### src/design/ggvc_pkg.sv
// ----------------------------------------------------------------------------
// Go-to-goal controller package
// Shared widths, fixed-point constants and the CORDIC arctangent table.
// ----------------------------------------------------------------------------
package ggvc_pkg;

	localparam int FRAC_BITS    = 12;
	localparam int CORDIC_STEPS = 16;
	localparam int ATAN_LEN     = 24;

	localparam int POS_W   = 16;
	localparam int HD_W    = 15;
	localparam int GAIN_W  = 15;
	localparam int D_W     = 17;
	localparam int RAD_W   = 33;
	localparam int ROOT_W  = 17;
	localparam int SQRT_STEPS = ROOT_W;
	localparam int CX_W    = 32;
	localparam int Z_W     = 34;
	localparam int PRE_SH  = 12;
	localparam int SPEED_W = 13;
	localparam int TURN_W  = 18;
	localparam int BRG_W   = 18;
	localparam int DIFF_W  = 20;

	localparam longint ONE_Q       = 64'sd1 <<< FRAC_BITS;
	localparam longint ARRIVE_Q    = (ONE_Q + 5) / 10;
	localparam longint ARRIVE_SQ   = ARRIVE_Q * ARRIVE_Q;
	localparam longint GATE_Q      = (9 * ONE_Q + 5) / 10;
	localparam longint SPEED_CAP_Q = (3 * ONE_Q) / 2;
	localparam longint PI_Q30      = 64'sd3373259426;
	localparam longint HALF_PI_Q30 = 64'sd1686629713;
	localparam int     ANG_SH      = 30 - FRAC_BITS;
	localparam longint PI_Q        = (PI_Q30 + (64'sd1 <<< (ANG_SH - 1))) >>> ANG_SH;
	localparam longint TURN_MAX    = 131071;
	localparam longint TURN_MIN    = -131072;

	localparam logic signed [Z_W-1:0] ATAN_Q30 [ATAN_LEN] = '{
		34'sd843314857, 34'sd497837829, 34'sd263043837, 34'sd133525159,
		34'sd67021687,  34'sd33543516,  34'sd16775851,  34'sd8388437,
		34'sd4194283,   34'sd2097149,   34'sd1048576,   34'sd524288,
		34'sd262144,    34'sd131072,    34'sd65536,     34'sd32768,
		34'sd16384,     34'sd8192,      34'sd4096,      34'sd2048,
		34'sd1024,      34'sd512,       34'sd256,       34'sd128
	};

	typedef enum logic [1:0] {
		REG_TARGET_X  = 2'd0,
		REG_TARGET_Y  = 2'd1,
		REG_LIN_GAIN  = 2'd2,
		REG_TURN_GAIN = 2'd3
	} reg_idx_t;

endpackage

### src/design/ggvc_cordic.sv
// ----------------------------------------------------------------------------
// Pipelined CORDIC vectoring unit
// Quadrant pre-rotation stage, then one micro-rotation per stage; Q30 angle.
// ----------------------------------------------------------------------------
module ggvc_cordic #(
	parameter int STEPS = ggvc_pkg::CORDIC_STEPS,
	parameter int LAT   = ggvc_pkg::CORDIC_STEPS + 1
) (
	input  logic                              clk,
	input  logic                              en,
	input  logic signed [ggvc_pkg::D_W-1:0]   dx,
	input  logic signed [ggvc_pkg::D_W-1:0]   dy,
	output logic signed [ggvc_pkg::Z_W-1:0]   angle
);

	localparam int CW = ggvc_pkg::CX_W;
	localparam int ZW = ggvc_pkg::Z_W;

	logic signed [CW-1:0] x_s [LAT];
	logic signed [CW-1:0] y_s [LAT];
	logic signed [ZW-1:0] z_s [LAT];

	logic signed [CW-1:0] xi;
	logic signed [CW-1:0] yi;

	assign xi = CW'(dx) <<< ggvc_pkg::PRE_SH;
	assign yi = CW'(dy) <<< ggvc_pkg::PRE_SH;

	always_ff @(posedge clk) begin
		if (en) begin
			if (xi < 0) begin
				if (yi >= 0) begin
					x_s[0] <= yi;
					y_s[0] <= -xi;
					z_s[0] <= ZW'(ggvc_pkg::HALF_PI_Q30);
				end else begin
					x_s[0] <= -yi;
					y_s[0] <= xi;
					z_s[0] <= -ZW'(ggvc_pkg::HALF_PI_Q30);
				end
			end else begin
				x_s[0] <= xi;
				y_s[0] <= yi;
				z_s[0] <= '0;
			end
		end
	end

	for (genvar j = 1; j < LAT; j++) begin : g_st
		if (j <= STEPS) begin : g_rot
			logic signed [CW-1:0] xs;
			logic signed [CW-1:0] ys;
			assign xs = x_s[j-1] >>> (j - 1);
			assign ys = y_s[j-1] >>> (j - 1);
			always_ff @(posedge clk) begin
				if (en) begin
					if (y_s[j-1] >= 0) begin
						x_s[j] <= x_s[j-1] + ys;
						y_s[j] <= y_s[j-1] - xs;
						z_s[j] <= z_s[j-1] + ggvc_pkg::ATAN_Q30[j-1];
					end else begin
						x_s[j] <= x_s[j-1] - ys;
						y_s[j] <= y_s[j-1] + xs;
						z_s[j] <= z_s[j-1] - ggvc_pkg::ATAN_Q30[j-1];
					end
				end
			end
		end else begin : g_pad
			always_ff @(posedge clk) begin
				if (en) begin
					x_s[j] <= x_s[j-1];
					y_s[j] <= y_s[j-1];
					z_s[j] <= z_s[j-1];
				end
			end
		end
	end

	assign angle = z_s[LAT-1];

endmodule

### config.mk
export PLATFORM = sky130hd
export DESIGN_NAME = ggvc_cordic
export DESIGN_NICKNAME = d
export VERILOG_FILES = /design/src/design/ggvc_pkg.sv /design/src/design/ggvc_cordic.sv
export SDC_FILE = /design/constraint.sdc
export NUM_CORES = 2
export LEC_CHECK = 0
export BUFFER_PORTS_ARGS = -buffer_cell sky130_fd_sc_hd__clkbuf_2
export CORE_ASPECT_RATIO = 0.9
export CORE_UTILIZATION = 50
export CTS_BUF_LIST = sky130_fd_sc_hd__clkbuf_8
export CTS_CLUSTER_DIAMETER = 100
export CTS_CLUSTER_SIZE = 16
export DETAILED_ROUTE_END_ITERATION = 6
export GPL_ROUTABILITY_DRIVEN = 1
export MAX_ROUTING_LAYER = met4
export PLACE_DENSITY = 0.68
export SLEW_MARGIN = 20
export SYNTH_ARGS = -nofsm -noshare
export SYNTH_HDL_FRONTEND = slang
export SYNTH_SLANG_ARGS = --single-unit
### constraint.sdc
create_clock -name clk -period 7.2 [get_ports clk]
set_input_delay 0 -clock clk [delete_from_list [all_inputs] [get_ports clk]]
set_output_delay 0 -clock clk [all_outputs]
set_load 0.05 [all_outputs]
==> Yosys cells after proc, flatten, opt, wreduce, memory -nomap -nowiden <==
Memory sizes are Yosys's and may differ from the RTL's.
Cells that the tools add are included.
{ "totals": {"input_bits": 36, "reg_bits": 0, "mem_bits_rw": 1666, "memories": 3} }
{ "op_classes": {"mux": 161, "magnitude_cmp": 18, "bitwise": 54, "add_sub_neg": 97} }
{ "memory_table": {"columns": ["memory", "words", "width", "read_ports", "rd_clocked_by_memory_dff", "write_ports", "line", "text"], "rows": [
  ["z_s", 17, 34, 17, 0, 17, "ggvc_cordic.sv:21", "logic signed [ZW-1:0] z_s [LAT];"],
  ["x_s", 17, 32, 16, 0, 17, "ggvc_cordic.sv:19", "logic signed [CW-1:0] x_s [LAT];"],
  ["y_s", 17, 32, 16, 0, 17, "ggvc_cordic.sv:20", "logic signed [CW-1:0] y_s [LAT];"]
]} }
{ "op_table": {"columns": ["cell", "count"], "rows": [
  ["2-to-1 mux 32 bit", 36],
  ["2-to-1 mux 34 bit", 18],
  [">= comparator 32 x 1 -> 1 bit, second input constant", 16],
  ["2-to-1 mux 1 bit", 107],
  ["adder 34 x 22 -> 34 bit, second input constant", 2],
  ["subtractor 34 x 22 -> 34 bit, second input constant", 2],
  ["adder 32 x 17 -> 32 bit", 2],
  ["adder 32 x 18 -> 32 bit", 2],
  ["adder 32 x 19 -> 32 bit", 2],
  ["adder 32 x 20 -> 32 bit", 2],
  ["adder 32 x 21 -> 32 bit", 2],
  ["adder 32 x 22 -> 32 bit", 2],
  ["adder 32 x 23 -> 32 bit", 2],
  ["adder 32 x 24 -> 32 bit", 2],
  ["adder 32 x 25 -> 32 bit", 2],
  ["adder 32 x 26 -> 32 bit", 2],
  ["adder 32 x 27 -> 32 bit", 2],
  ["adder 32 x 28 -> 32 bit", 2],
  ["adder 32 x 29 -> 32 bit", 2],
  ["adder 32 x 30 -> 32 bit", 2],
  ["adder 32 x 31 -> 32 bit", 2],
  ["negator 29 -> 32 bit", 2],
  ["subtractor 32 x 17 -> 32 bit", 2],
  ["subtractor 32 x 18 -> 32 bit", 2],
  ["46 further kinds", 113]
]} }

==> Logic depth before layout (Yosys ltp) <==
{ "logic_depth": {"word_depth": 7, "mapped_depth": 31} }

==> Least setup slack after synthesis <==
OpenSTA, ideal clock, no wires.
{ "synth_timing": {"path_kind": "register to register", "startpoint": "memory y_s[2][17] in the netlist's numbering", "endpoint": "memory z_s[3][31] in the netlist's numbering (data pin)", "path_stages_with_launch": 25, "path_slack_ps": 328, "t_arrival_ps": 6606, "path_cell_list": "edfxtp_1 or3_1 or3_1 or2_2 or4_1 or2_2 or3_1 ha_1 nand2_2 buf_2 buf_1 clkbuf_1 clkbuf_1 ha_1 a21oi_1 o211ai_1 a21oi_1 a211oi_1 nor4b_1 o211ai_1 nand2_1 o2111ai_2 nand4_1 o21ai_0 xor2_1"} }
{ "synth_lines": {"columns": ["item", "line"], "rows": [
  ["from (decl)", "ggvc_cordic.sv:20"],
  ["to (decl)", "ggvc_cordic.sv:21"]
]} }

==> qor.yml <==
critical_path:
  reg2reg_depth: 27
  criticalPathCategory: "flop to flop"
  slowest_delay_ps: 530
  cp.depth: 27
  crit_buf_inv: 4
  crit_fanout: 26
  r2r_setup_slack_ps: 550
  cp.required_ps: 7880
  critical_path.endpoint_type: "flop"
  startpoint_type: "flop"
  slowest_stage: "edfxtp_1"
  cp.arrival_ps: 7330
  crit_family: "simple AND/OR/NAND/NOR gates"
timing:
  setup_viol: 0
  setup-tns-final_ps: 0
  slew_headroom: 0.217
  finalCriticalPeriod_ps: 6650
  fmax_mhz: 150
  rsz0062_at_grt: "no"
  post-route-period-util: 0.924
  finalMaxSlewViolations: 0
  max_slew.worst_pin.slew_ps: 1160
  fin_worst_skew_ps: 78.2
  hold_viol: 0
detailed_routing:
  drtIter0Drc: 7527
  wl_mm: 285
  wl_per_cell_um: 19.4
  vias: 87400
  final_antenna_net_count: 0
  route.detailed.drc: 0
  first_pass_iters: 6
  via_per_inst: 5.95
die:
  io-pin-count: 70
  core_sq_um: 222000
  num_rows: 164
  dieArea_sq_um: 225000
  start_util: 0.503
  fp.dieH_um: 450
  fp.dieW_um: 500
final_layout:
  utilization: 0.530
  drive_gt1_frac: 0.0416
  fin_area_sq_um: 118000
  fin_nets: 12800
  area_growth_pct: 5.43
  fillCellCount: 19700
global_routing:
  grt_pass1_wl_mm: 451
  grt_usage: 0.255
  met2_usage: 0.387
  grt.met1_usage: 0.361
  antenna_found_initial: 9
  grt_max_degree: 82
  grt-ovfl-total: 0
  grt_pass1_vias: 82200
  busiest_layer: "met2"
  grtUsageMet3: 0.0300
yosys:
  post-synth-top-area-fraction: 0.373
  ys_warn_count: 0
  synth_most_common_cell: "edfxtp_1"
  synth_top_cell_by_area: "edfxtp_1"
  ys_types: 117
  synthArstFlopShare: 0
  syn-cell-area_sq_um: 112000
  avgSynthCellArea_sq_um: 9.59
  synth_area_leaders: "edfxtp_1, ha_1, xnor2_1, a21oi_1, xor2_1"
  synthFlopType: "edfxtp_1"
  synth_edf_count: 1385
  yosysSeqAreaShare: 0.373
  synthesis.nets: 12800
  netlist_instances: 11600
  ys_seq_elements: 1385
  synthTopCellsByCount: "edfxtp_1, xnor2_1, ha_1"
job:
  drv_cap: 0
clock_tree:
  numCtsBuffers: 100
  ctsHtreeMaxLevel: 3
  cts_tree: "built"
  cts_num_sinks: 1385
  clk_path_buf_depth: 3
  clk_pin_slew_ps: 130
  clk_latency_ps: 960
  cts_root_buffer: "clkbuf_8"
  cts_setup_buffers: 0
status:
  outcome: "finished, final reports clean"
placement:
  io_buffers: 69
  gp_congestion: 0.967
  place_area_sq_um: 115000
  hpwl_mm: 224
worst_hold_path:
  hold_depth: 2
  min_path_type: "primary input to flop"
==> path summary, 6_finish.rpt <==
kind                                               to                  from
worst max register to register   x_s[5][31]$_DFFE_PP_   x_s[4][6]$_DFFE_PP_
worst max-delay path             x_s[5][31]$_DFFE_PP_   x_s[4][6]$_DFFE_PP_
worst min register to register   z_s[16][8]$_DFFE_PP_  z_s[15][8]$_DFFE_PP_
worst min-delay path            z_s[15][23]$_DFFE_PP_                    en
==> layout make-up <==
type,count,area [sq um],share of cell area
flip-flops and latches,1385,41600,0.354
multi-input cells,9398,66700,0.567
repair buffers,240,1890,0.0161
clock inverters,21,240,0.00204
diodes,8,20.0,0.000170
inverters,543,2040,0.0173
clock buffers,101,1390,0.0118
well taps,2988,3740,0.0318
==> layer usage <==
metal	up-vias	part of all wire
li1	42900	-
met1	41600	0.48
met2	2579	0.43
met3	377	0.060
met4	0	0.025
met5	-	0
==> cell families (layout without fill, tap and decap cells) <==
kind of cell / count (synthesis) / after routing / share of synthesized area
compound gates: 3368 / 3368 / 0.194
xor+xnor: 1659 / 1659 / 0.130
fa+ha+maj: 1144 / 1144 / 0.130
buf+inv: 854 / 905 / 0.0294
flops: 1385 / 1385 / 0.373
mux: 90 / 90 / 0.00843
other cells: 0 / 8 / 0
simple gates: 3137 / 3137 / 0.135
==> per-stage QoR <==
stage	hold WS (ps)	setup slack [ps]	std cells
4_1_cts	11.4	470	14700
5_1_grt	78.8	116	14700
3_3_place_gp	379	432	14500
2_1_floorplan	187	328	11600
6_report	110	549	14700
3_5_place_dp	374	474	14500
==> sequential cells by signal, indices dropped and copies added, names as in the netlist <==
signal and flops:
z_s 547, y_s 424, x_s 414
==> worst reg2reg max path, delay by kind of cell, from the launching register on <==
family | cells | cell delay, ps
flip-flops | 1 | 530
adder cells (fa/ha/maj) | 3 | 770
AND/OR/NAND/NOR | 10 | 2130
buffers and inverters | 4 | 610
AO/OA/AOI/OAI | 8 | 2090
XOR/XNOR | 2 | 310
==> layout by cell type (no fill, tap or decap), drive strengths merged, types with 82 or more instances in the layout <==
master	n
edfxtp	1385
nor4	88
nand2b	179
dlygate4sd3	90
nor2b	139
o21a	147
o21bai	125
nand3	205
a31oi	116
a21o	421
inv	548
nand2	707
and3	123
o31ai	140
xor2	556
nor3	313
a21oi	1066
xnor2	1103
or3	101
ha	1099
nor2	962
clkbuf	169
o21ai	715
buf	82
==> what timing repair did <==
item                                   CTS  global route
hold buffers                            90             0
endpoints found under the hold margin  403             0
setup endpoints to repair                0             2
resized for setup                        0             1
Power is left out: the tool's default activity adds up to more than one toggle a clock period on the data nets, which glitch-free logic cannot reach.
