File: config.mk
export PLATFORM = sky130hd
export DESIGN_NAME = ggvc_sqrt
export DESIGN_NICKNAME = d
export VERILOG_FILES = /design/src/design/ggvc_pkg.sv /design/src/design/ggvc_sqrt.sv
export SDC_FILE = /design/constraint.sdc
export NUM_CORES = 1
export LEC_CHECK = 0
export ABC_CLOCK_PERIOD_IN_PS = 3490
export BUFFER_PORTS_ARGS = -buffer_cell sky130_fd_sc_hd__buf_2
export CAP_MARGIN = 20
export CORE_AREA = 2 2 238 240
export CTS_BUF_LIST = sky130_fd_sc_hd__clkbuf_16
export CTS_CLUSTER_DIAMETER = 30
export DETAILED_ROUTE_END_ITERATION = 6
export DIE_AREA = 0 0 240 242
export GPL_ROUTABILITY_DRIVEN = 0
export PLACE_DENSITY = 0.76
export SLEW_MARGIN = 15
export SYNTH_ARGS = -nofsm -noshare
export SYNTH_HDL_FRONTEND = slang
export SYNTH_SLANG_ARGS = --single-unit
File: constraint.sdc
create_clock -name clk -period 3.49 [get_ports clk]
set_input_delay 0.8725 -clock clk [delete_from_list [all_inputs] [get_ports clk]]
set_output_delay 0.8725 -clock clk [all_outputs]
set_load 0.02 [all_outputs]
File: src/design/ggvc_pkg.sv
// ----------------------------------------------------------------------------
// Go-to-goal controller package
// Shared widths, fixed-point constants and the CORDIC arctangent table.
// ----------------------------------------------------------------------------
package ggvc_pkg;

	localparam int FRAC_BITS    = 12;
	localparam int CORDIC_STEPS = 16;
	localparam int ATAN_LEN     = 24;

	localparam int POS_W   = 16;
	localparam int HD_W    = 15;
	localparam int GAIN_W  = 15;
	localparam int D_W     = 17;
	localparam int RAD_W   = 33;
	localparam int ROOT_W  = 17;
	localparam int SQRT_STEPS = ROOT_W;
	localparam int CX_W    = 32;
	localparam int Z_W     = 34;
	localparam int PRE_SH  = 12;
	localparam int SPEED_W = 13;
	localparam int TURN_W  = 18;
	localparam int BRG_W   = 18;
	localparam int DIFF_W  = 20;

	localparam longint ONE_Q       = 64'sd1 <<< FRAC_BITS;
	localparam longint ARRIVE_Q    = (ONE_Q + 5) / 10;
	localparam longint ARRIVE_SQ   = ARRIVE_Q * ARRIVE_Q;
	localparam longint GATE_Q      = (9 * ONE_Q + 5) / 10;
	localparam longint SPEED_CAP_Q = (3 * ONE_Q) / 2;
	localparam longint PI_Q30      = 64'sd3373259426;
	localparam longint HALF_PI_Q30 = 64'sd1686629713;
	localparam int     ANG_SH      = 30 - FRAC_BITS;
	localparam longint PI_Q        = (PI_Q30 + (64'sd1 <<< (ANG_SH - 1))) >>> ANG_SH;
	localparam longint TURN_MAX    = 131071;
	localparam longint TURN_MIN    = -131072;

	localparam logic signed [Z_W-1:0] ATAN_Q30 [ATAN_LEN] = '{
		34'sd843314857, 34'sd497837829, 34'sd263043837, 34'sd133525159,
		34'sd67021687,  34'sd33543516,  34'sd16775851,  34'sd8388437,
		34'sd4194283,   34'sd2097149,   34'sd1048576,   34'sd524288,
		34'sd262144,    34'sd131072,    34'sd65536,     34'sd32768,
		34'sd16384,     34'sd8192,      34'sd4096,      34'sd2048,
		34'sd1024,      34'sd512,       34'sd256,       34'sd128
	};

	typedef enum logic [1:0] {
		REG_TARGET_X  = 2'd0,
		REG_TARGET_Y  = 2'd1,
		REG_LIN_GAIN  = 2'd2,
		REG_TURN_GAIN = 2'd3
	} reg_idx_t;

endpackage

File: src/design/ggvc_sqrt.sv
// ----------------------------------------------------------------------------
// Pipelined integer square root
// One result bit per stage; stages past the last bit only delay the word.
// ----------------------------------------------------------------------------
module ggvc_sqrt #(
	parameter int LAT = ggvc_pkg::SQRT_STEPS
) (
	input  logic                          clk,
	input  logic                          en,
	input  logic [ggvc_pkg::RAD_W-1:0]    radicand,
	output logic [ggvc_pkg::ROOT_W-1:0]   root
);

	localparam int VW   = 2 * ggvc_pkg::SQRT_STEPS;
	localparam int RW   = ggvc_pkg::ROOT_W + 2;
	localparam int TW   = RW + 2;

	logic [VW-1:0]               v_s    [LAT];
	logic [RW-1:0]               rem_s  [LAT];
	logic [ggvc_pkg::ROOT_W-1:0] root_s [LAT];

	for (genvar j = 0; j < LAT; j++) begin : g_st
		logic [VW-1:0]               v_in;
		logic [RW-1:0]               rem_in;
		logic [ggvc_pkg::ROOT_W-1:0] root_in;

		if (j == 0) begin : g_first
			assign v_in    = VW'(radicand);
			assign rem_in  = '0;
			assign root_in = '0;
		end else begin : g_next
			assign v_in    = v_s[j-1];
			assign rem_in  = rem_s[j-1];
			assign root_in = root_s[j-1];
		end

		if (j < ggvc_pkg::SQRT_STEPS) begin : g_step
			logic [TW-1:0] tmp;
			logic [TW-1:0] trial;

			assign tmp   = {rem_in, v_in[VW-1 -: 2]};
			assign trial = TW'({root_in, 2'b01});

			always_ff @(posedge clk) begin
				if (en) begin
					v_s[j] <= {v_in[VW-3:0], 2'b00};
					if (tmp >= trial) begin
						rem_s[j]  <= RW'(tmp - trial);
						root_s[j] <= {root_in[ggvc_pkg::ROOT_W-2:0], 1'b1};
					end else begin
						rem_s[j]  <= RW'(tmp);
						root_s[j] <= {root_in[ggvc_pkg::ROOT_W-2:0], 1'b0};
					end
				end
			end
		end else begin : g_pad
			always_ff @(posedge clk) begin
				if (en) begin
					v_s[j]    <= v_in;
					rem_s[j]  <= rem_in;
					root_s[j] <= root_in;
				end
			end
		end
	end

	assign root = root_s[LAT-1];

endmodule

**Word-level counts from Yosys, hierarchy flattened**

Memory sizes are Yosys's and may differ from the RTL's.
Cells that the tools add are included.

- Reduce and logical (&&, ||, !) cells: 0
- Multipliers: 0
- Equal/unequal tests: 0
- Shift operators: 0
- Magnitude comparators: 17
- Div/mod/pow operators: 0
- Muxes and demuxes: 138
- Add/subtract/negate cells: 17
- Bitwise logic cells: 34

Operators with widths:

| cell | number |
|---|---|
| 21-bit by 19-bit greater-or-equal comparator with 1-bit output | 16 |
| 19-bit two-way mux | 17 |
| 19-bit subtractor | 16 |
| 17-bit two-way mux | 17 |
| 1-bit two-way mux | 104 |
| 1-bit OR | 34 |
| 1-bit by 1-bit subtractor with 2-bit output (second input constant) | 1 |
| 1-bit greater-or-equal comparator (second input constant) | 1 |

- Flip-flop bits (word level): 0
- Output and inout bits: 17
- ROM bits: 0
- Input port bits: 35
- Memories: 3
- Bits in latches: 0
- Bits in writable memories: 1,156
- Word-level logic and storage cells: 209

Memories:

| memory | depth | width | rd ports | clocked after memory_dff | write ports | line | RTL |
|---|---|---|---|---|---|---|---|
| v_s | 17 | 32 | 16 | 0 | 17 | ggvc_sqrt.sv:18 | `logic [VW-1:0] v_s [LAT];` |
| rem_s | 17 | 19 | 16 | 0 | 17 | ggvc_sqrt.sv:19 | `logic [RW-1:0] rem_s [LAT];` |
| root_s | 17 | 17 | 17 | 0 | 17 | ggvc_sqrt.sv:20 | `logic [ggvc_pkg::ROOT_W-1:0] root_s [LAT];` |

**Longest topological paths before layout**

Gate-level depths: netlist (run 1).
An unclocked memory read counts as a cell.

- Word-level depth: 6
- Depth in mapped cells: 11

**Worst setup path before layout (run 1)**

No wires, ideal clock.

- Path type: input to register
- Start point: input port en
- End point: memory rem_s[12][0] in the netlist's numbering (enable)
- Setup time: 0.400 ns
- Buffers on the path: 4
- Setup slack: 0.525 ns
- Required time: 3.090 ns
- Stages: 4
- Arrival: 2.565 ns
- Path through: clkbuf_1 clkbuf_1 clkbuf_1 clkbuf_1

RTL lines:

| element | line | RTL |
|---|---|---|
| start, declared | ggvc_sqrt.sv:9 | `input logic en,` |
| end, declared | ggvc_sqrt.sv:19 |  |

==> summary by stage, run 1 <==
STA
The time the final worst path needs with I/O delays and setup is between 3 and 4 ns. The clock skew is about 0.019 ns. Dividing the final minimum period by the clock period gives between 80% and 90%. The total negative slack is 0 ns. Setup violations remaining at the end of the flow were counted as 0.

The count of endpoints failing hold in the final timing report is 0. For the pin with the worst max-slew slack, the measured transition is between 1 and 1.5 ns. The worst pin sits at a relative slew slack of ~30%. The final-report max-slew violation count is 0. Timing would allow up to about 0.33 GHz. Setup repair after global routing left no endpoint under its margin.

Worst setup path
The cell count of the worst reg-to-reg path is 9. By instance count, the cell type seen most on the critical path is sky130_fd_sc_hd__o21ai_0. The critical path data required time is ~3.9 ns. The worst setup path is captured at a flip-flop. The maximum fanout along the worst path is 25.

The capturing point of the worst reg2reg path is rem_s[11][7]$_DFFE_PP_. In this run the critical register-to-register path is launched from root_s[10][0]$_DFFE_PP_. The signal on the critical path passes through inv_1, ha_1, or3_1, o221ai_1, o21ai_0, o31ai_1, and3_1, buf_4, o21ai_0. The worst setup path is of the reg -> reg kind. The setup slack of the most critical reg-to-reg path is ~0.43 ns. For this run, the slowest stage of the critical path takes about 0.53 ns.

The data arrival time of the critical path is about 3.5 ns. The sort of element at the start of the critical path is a flip-flop. The slowest stage cell on the critical path is sky130_fd_sc_hd__o31ai_1.

Cells and area
The fraction of final layout cells with drive strength greater than 1 is approximately an eighth. Cells fill a little under 70% of the core in the end. The final standard cell count with taps included and fillers excluded is around 3.5k. The library cell used most frequently in the layout, excluding fill and tap cells, is sky130_fd_sc_hd__edfxtp_1. The filler cell count is about 3.8k. Relative to the synthesized area, the layout overhead comes to 16.3%. In the layout the commonest cells are sky130_fd_sc_hd__edfxtp_1, sky130_fd_sc_hd__inv_1, sky130_fd_sc_hd__nand2_1.

The net count reported at finish is 2891. The final antenna diode count is 0.

Synthesis
The synthesized netlist devotes under 10% of its cell area to XOR and XNOR gates. The complex-gate fraction of the synthesized area is roughly 9%. The instance count of the mapped netlist is between 2k and 3k. By area the synthesized netlist is led by sky130_fd_sc_hd__edfxtp_1, sky130_fd_sc_hd__ha_1, sky130_fd_sc_hd__xnor2_1, sky130_fd_sc_hd__xor2_1, sky130_fd_sc_hd__inv_1. The average instance in the mapped netlist occupies 13.0 µm². The commonest register cell after synthesis is sky130_fd_sc_hd__edfxtp_1.

Measured against the total synthesized area, the mux share comes to less than 1%. The synthesized design devotes to its leading area cell type between 60 and 70% of total area. During synthesis, Yosys emitted a total of 0 warnings. After synthesis, the largest family of logic cells by area is simple AND/OR/NAND/NOR gates. The count of flip-flops with a built-in enable after synthesis is 703.

The simple-gate share of the synthesized area is around a tenth. The adder and majority gate portion of the synthesized area is 6.50%. The sequential area share after synthesis is 64.1%. For this run, asynchronously set or reset flops after synthesis account for 0%.

Synthesis inferred 704 register bits. The area of the mapped netlist is between 30000 and 40000 µm². The count of cell types in the netlist is 81.

The leading area contributor after synthesis is sky130_fd_sc_hd__edfxtp_1. The number of nets produced by synthesis is between 2k and 3k.

Min path
The number of cells on the worst hold path is 1. The path class of the tightest hold or removal check is in -> reg. The terminating pin of the worst hold path is v_s[0][0]$_DFFE_PP_. In this run the most critical hold path is launched from radicand[0].

Global routing
The total grt overflow is 0. The first-pass GRT wire length is 101 mm. The maximum number of pins on one net before global-route repair is roughly 170. The global-route total usage across every layer is roughly 22%. The number of antenna violations at the first check in global routing is 1.

The via count of the first global-routing pass was 20.4k.

Clock tree
The post-cts sizing count is 0. The TritonCTS buffer count is 121. The deepest clock path buffer count is 3. The clock tree root buffer cell is sky130_fd_sc_hd__clkbuf_16.

TritonCTS built the clock tree. The clock network latency to the later pin of the worst-skew pair is 0.66 ns. The buffers inserted during post-CTS setup optimization is 0. After clock tree synthesis, the clock-pin slew on the worst setup and hold paths is 0.05 ns. The sink count of the clock tree is just over 700. The number of H-tree levels is 3. Hold repair after CTS inserted 0 buffers.

Drt
Once detail routing completed, the nets flagged for antenna violations numbered 0. Wires add up to about 63 mm. The initial DRC count is ~2k. The first-pass iteration count of the detailed router is 5.

Dividing the detail-routed wire length by the instance count gives roughly 18 µm. The overall via count from detail_route is slightly above 20k. For this run, design rule violations remaining after detail routing come to 0. After detailed routing, the number of vias per cell comes to approximately 5.8.

Power and ir drop
In this run the power spent charging and discharging nets is around 6.5 mW. The power density relative to cell area is roughly 670 nW/µm². The peak ir drop on the vdd network is ~0.48 mV.

The share of total power consumed by net switching is ~25%. The fraction of power consumed by combinational cells is between 10% and 20%. Summed over all cells, the static leakage comes to around 15 nW. The part of the power in registers is roughly 43%. The internal portion of the total power is between 15 and 20 mW. Overall power consumption after layout is estimated at ~26 mW.

Of the total power, the clock network draws approximately 45%.

Floorplanning
The effective utilization at floorplan is about three fifths. In this run the horizontal extent of the chip is roughly 240 µm. The number of top-level pins is 52.

The region available for standard cell placement spans 55700 µm². The die covers 58100 µm². The number of standard-cell rows in the floorplan is 87. The chip height is 242 µm.

Place
The placed wire-length estimate after detailed placement is ~42 mm. In this run the tool buffered the top-level ports with a little over 50 buffer cells. The total instance count after detailed placement is 3317.

Run status
The flow ran to the end, and the final reports show no timing, DRC or antenna violations.

Job
Max-cap violations in this run came to 0.
## through the flow
step	hold WS [ns]	worst slack, ns	instance area, µm²
final	0.382	0.426	38300
after global routing	0.363	0.228	38300
after CTS	0.352	0.449	38300
after detailed placement	0.405	0.320	34200
after global placement	0.400	0.368	34200
after floorplan	0.400	0.525	32900
## critical path, delay by kind of cell (launching register included)
| kind | cells | cell delay, ns |
|---|---|---|
| and+or+nand+nor | 2 | 0.65 |
| buffers and inverters | 2 | 0.34 |
| DFF | 1 | 0.41 |
| AOI/OAI and AO/OA | 4 | 1.17 |
| adders and majority gates | 1 | 0.23 |
## power groups by stage
| stage | Clock, mW | Combinational (mW) | Sequential [mW] |
|---|---|---|---|
| after global placement | 0 | 2.97 | 11.2 |
| final | 11.6 | 3.18 | 11.0 |
| after CTS | 11.8 | 3.15 | 11.0 |
| after detailed placement | 0 | 3.12 | 11.2 |
| after global routing | 12.2 | 3.54 | 11.1 |
| after floorplan | 0 | 2.39 | 11.0 |
## worst max-delay path by stage
| stage | endpoint | start |
|---|---|---|
| after floorplan | rem_s[12][0]$_DFFE_PP_ | en |
| after global placement | rem_s[9][12]$_DFFE_PP_ | en |
| after detailed placement | rem_s[9][12]$_DFFE_PP_ | en |
| after CTS | rem_s[14][12]$_DFFE_PP_ | rem_s[13][0]$_DFFE_PP_ |
| after global routing | rem_s[11][1]$_DFFE_PP_ | root_s[10][0]$_DFFE_PP_ |
| final | rem_s[11][7]$_DFFE_PP_ | root_s[10][0]$_DFFE_PP_ |
## cell usage after synthesis, drive strengths merged, types with 44 or more instances
cell / instances
a21o: 44
a21oi: 127
o21ai: 131
xnor2: 112
nand3: 49
edfxtp: 703
ha: 171
inv: 206
nor2: 150
nand2: 177
nor3: 71
xor2: 102
clkbuf: 46
## registers in the layout, indices dropped and copies added (netlist names)
register and cells:
v_s 272, root_s 153, rem_s 279
## cell families after synthesis
logic type / count (synthesis)
mux: 30
buf+inv: 265
fa+ha+maj: 171
xor+xnor: 214
flops: 704
compound gates: 463
simple gates: 692
## layer usage
metal / track usage, % / share of wire, % / up-vias
met4: 10.3 / 3.7 / 0
met5: 0 / 0 / -
met3: 3.69 / 4.8 / 174
li1: - / - / 9733
met1: 26.8 / 41 / 9832
met2: 37.5 / 51 / 668
## final cells by class
| cell class | count | area [µm²] | area share (%) |
|---|---|---|---|
| clock buffer | 125 | 3130 | 8.16 |
| clock inverter | 103 | 992 | 2.59 |
| inverter | 206 | 773 | 2.02 |
| multi-input combinational | 1570 | 10800 | 28.2 |
| sequential | 704 | 21100 | 55.2 |
| tap | 756 | 946 | 2.47 |
| timing repair buffer | 82 | 548 | 1.43 |
(Power assumes the default switching activity.)
==> inputs of run 2 (changes only) <==
Settings changed: CELL_PAD_IN_SITES_DETAIL_PLACEMENT set to 0, CELL_PAD_IN_SITES_GLOBAL_PLACEMENT set to 1, CORE_AREA 2 2 238 240 to 2 2 253 255, DIE_AREA 0 0 240 242 to 0 0 255 257, PLACE_DENSITY 0.76 to not set, PLACE_DENSITY_LB_ADDON set to 0.1.
==> summary by stage, run 2 (synthesis results as in run 1) <==
Worst setup path
The critical path is of the reg -> reg type. For the worst setup path, the data arrival time is roughly 3.6 ns. The kind of capture point of the worst setup path is a flip-flop. Data on the critical path is required at its endpoint by 3.98 ns.

The sort of element at the start of the critical path is a flip-flop. In this run the worst path has a maximum fanout of 25.

Cells and area
The most common cell after layout, fill and taps aside is sky130_fd_sc_hd__edfxtp_1. The final design area excluding fillers is just under 40000 µm². The largest registers in the layout are rem_s: 279 flops, v_s: 272 flops, root_s: 153 flops.

Compared with the post-synthesis result, the final layout area differs by 19.1%. The number of flip-flops under the largest register name is between 200 and 300. Counting flops per register, the top entry is rem_s. The fraction of final layout cells with drive strength greater than 1 is between 10 and 15%.

The number of antenna diodes in the final layout is 0. The library cells used most frequently in the layout, excluding fill and tap cells, are sky130_fd_sc_hd__edfxtp_1, sky130_fd_sc_hd__inv_1, sky130_fd_sc_hd__nand2_1. The net count reported at finish is around 2.9k.

Drt
The first-pass iteration count of the detailed router is 6. The post-route DRC violation count is 0. The overall via count from detail_route is about 20k.

The first routing iteration left roughly 1.4k violations. The aggregate routed wire length is approximately 62 mm. After detailed routing, the average wire length per cell comes to approximately 17 µm.

Dividing the detail-routed via count by the number of cells gives between 5 and 6. In this run the remaining antenna-violating nets after routing total 0.

Floorplanning
In this run the standard cell core region covers around 63000 µm². The floorplan step set the die height to 257 µm. The effective utilization at floorplan is about 53%. The number of top-level pins is between 50 and 60. In this run the core area contains between 90 and 100 standard-cell rows. The die covers 65500 µm². The floorplan die width is around 260 µm.

Power and ir drop
For this design the ratio of total power to cell area is 703 nW/µm². For this design the static power due to leakage is 15.4 nW. The peak ir drop on the vdd network is about 0.46 mV.

Clock tree
The clock tree root buffer cell is sky130_fd_sc_hd__clkbuf_16. The deepest clock path buffer count is 3. Counting every sink on the clock net gives between 700 and 800.

The clock transition at the registers of the reported paths is approximately 0.05 ns. The buffers inserted during post-CTS setup optimization is 0. TritonCTS built the clock tree. The clock tree synthesis step divided the H-tree into 4 levels. The clock reaches the later pin of the worst-skew pair after between 0.7 and 0.8 ns. After clock tree synthesis, the repair step resized 0 gates.

The count of hold buffers inserted by post-cts repair is 0. The number of clock buffers added by TritonCTS is ~140.

STA
Based on the critical path, the design can be clocked at up to about 0.32 GHz. For the pin with the worst max-slew slack, the measured transition is approximately 1 ns. The total setup violations reported at the end of the flow is 0. Setup repair after global routing left no endpoint under its margin. The time the final worst path needs with I/O delays and setup is 3.11 ns. The total negative slack is 0 ns.

Clock skew on the completed layout was measured at between 0.02 and 0.025 ns. Of the available clock period, the critical path in the final layout requires 89.1%. The worst pin sits at a relative slew slack of 34.3%. The count of endpoints failing hold in the final timing report is 0.

The final-report max-slew violation count is 0. Hold timing on the final database bottoms out at a slack of 0.335 ns.

Global routing
Entering global routing, the biggest net connects 170 pins. The total grt overflow is 0. The global-route total usage across every layer is 19.4%. The via count of the first global-routing pass was a little under 20k. The first global-routing pass estimated between 100 and 150 mm of wire. The number of antenna violations at the first check in global routing is 0.

Place
In this run the cell area measured after placement is between 30000 and 40000 µm². The wire-length estimate of the detail-placed layout is between 40 and 50 mm. During placement, the flow inserted port buffers numbering between 50 and 60.

Min path
The path class of the tightest hold or removal check is in -> reg.

Job
Max-cap violations in this run came to 0.

Run status
The run finished with clean final reports.
==> run 2: changes by cell type in the layout (fill, tap and decap cells not counted), sizes merged <==
| cell | delta |
|---|---|
| buf | +1 |
| clkinvlp | -7 |
| inv | +6 |
| clkinv | +10 |
| bufinv | +3 |
| clkbuf | +20 |
==> run 2: worst max-delay path: stages, from the launching register on <==
cell	delay (ns)
sky130_fd_sc_hd__edfxtp_1	0.44
sky130_fd_sc_hd__inv_1	0.07
sky130_fd_sc_hd__ha_1	0.23
sky130_fd_sc_hd__or3_1	0.38
sky130_fd_sc_hd__o221ai_1	0.24
sky130_fd_sc_hd__o21ai_0	0.27
sky130_fd_sc_hd__o31ai_1	0.30
sky130_fd_sc_hd__buf_4	0.18
sky130_fd_sc_hd__and3_1	0.14
sky130_fd_sc_hd__buf_4	0.28
sky130_fd_sc_hd__mux2i_1	0.36
==> run 2: final timing paths <==
kind                                 from                     end  slack, ns  cells after the start
setup / recovery  root_s[10][1]$_DFFE_PP_  rem_s[11][1]$_DFFE_PP_       0.38                     10
hold / removal                radicand[1]     v_s[0][1]$_DFFE_PP_       0.33                      1
hold reg to reg     v_s[0][102]$_DFFE_PP_   v_s[0][136]$_DFFE_PP_       0.41                      0
setup reg to reg  root_s[10][1]$_DFFE_PP_  rem_s[11][1]$_DFFE_PP_       0.38                     10
==> run 2: final cells by class <==
class                           instances  area [µm²]
Tap cell                              846        1060
Fill cell                            4796       23500
Clock buffer                          146        3650
Sequential cell                       704       21100
Multi-Input combinational cell       1570       10800
Timing Repair Buffer                   82         561
Clock inverter                        115        1240
Inverter                              206         773
==> run 2: metal layers <==
metal | part of all wire [%] | track usage (%)
met5 | 0 | 0
met4 | 2.5 | 7.52
met3 | 4.5 | 4.21
met2 | 48 | 30.8
met1 | 45 | 26.1
==> run 2: stage by stage <==
stage	util [%]	setup WS, ns	cells	total power [mW]
floorplan	-	0.525	2539	13.4
global placement	54.7	0.287	3408	14.2
detailed placement	54.7	0.245	3408	14.3
CTS	62.5	0.301	3669	27.8
global route	62.5	0.142	3669	28.8
finish	62.5	0.382	3669	27.6
==> run 2: where the power goes <==
part	leakage (nW)	total [mW]	switching [mW]	internal, mW
Combinational	6.18	3.13	1.76	1.37
Clock	2.43	13.4	4.52	8.87
Sequential	6.75	11.0	0.565	10.5
Total	15.4	27.6	6.85	20.7
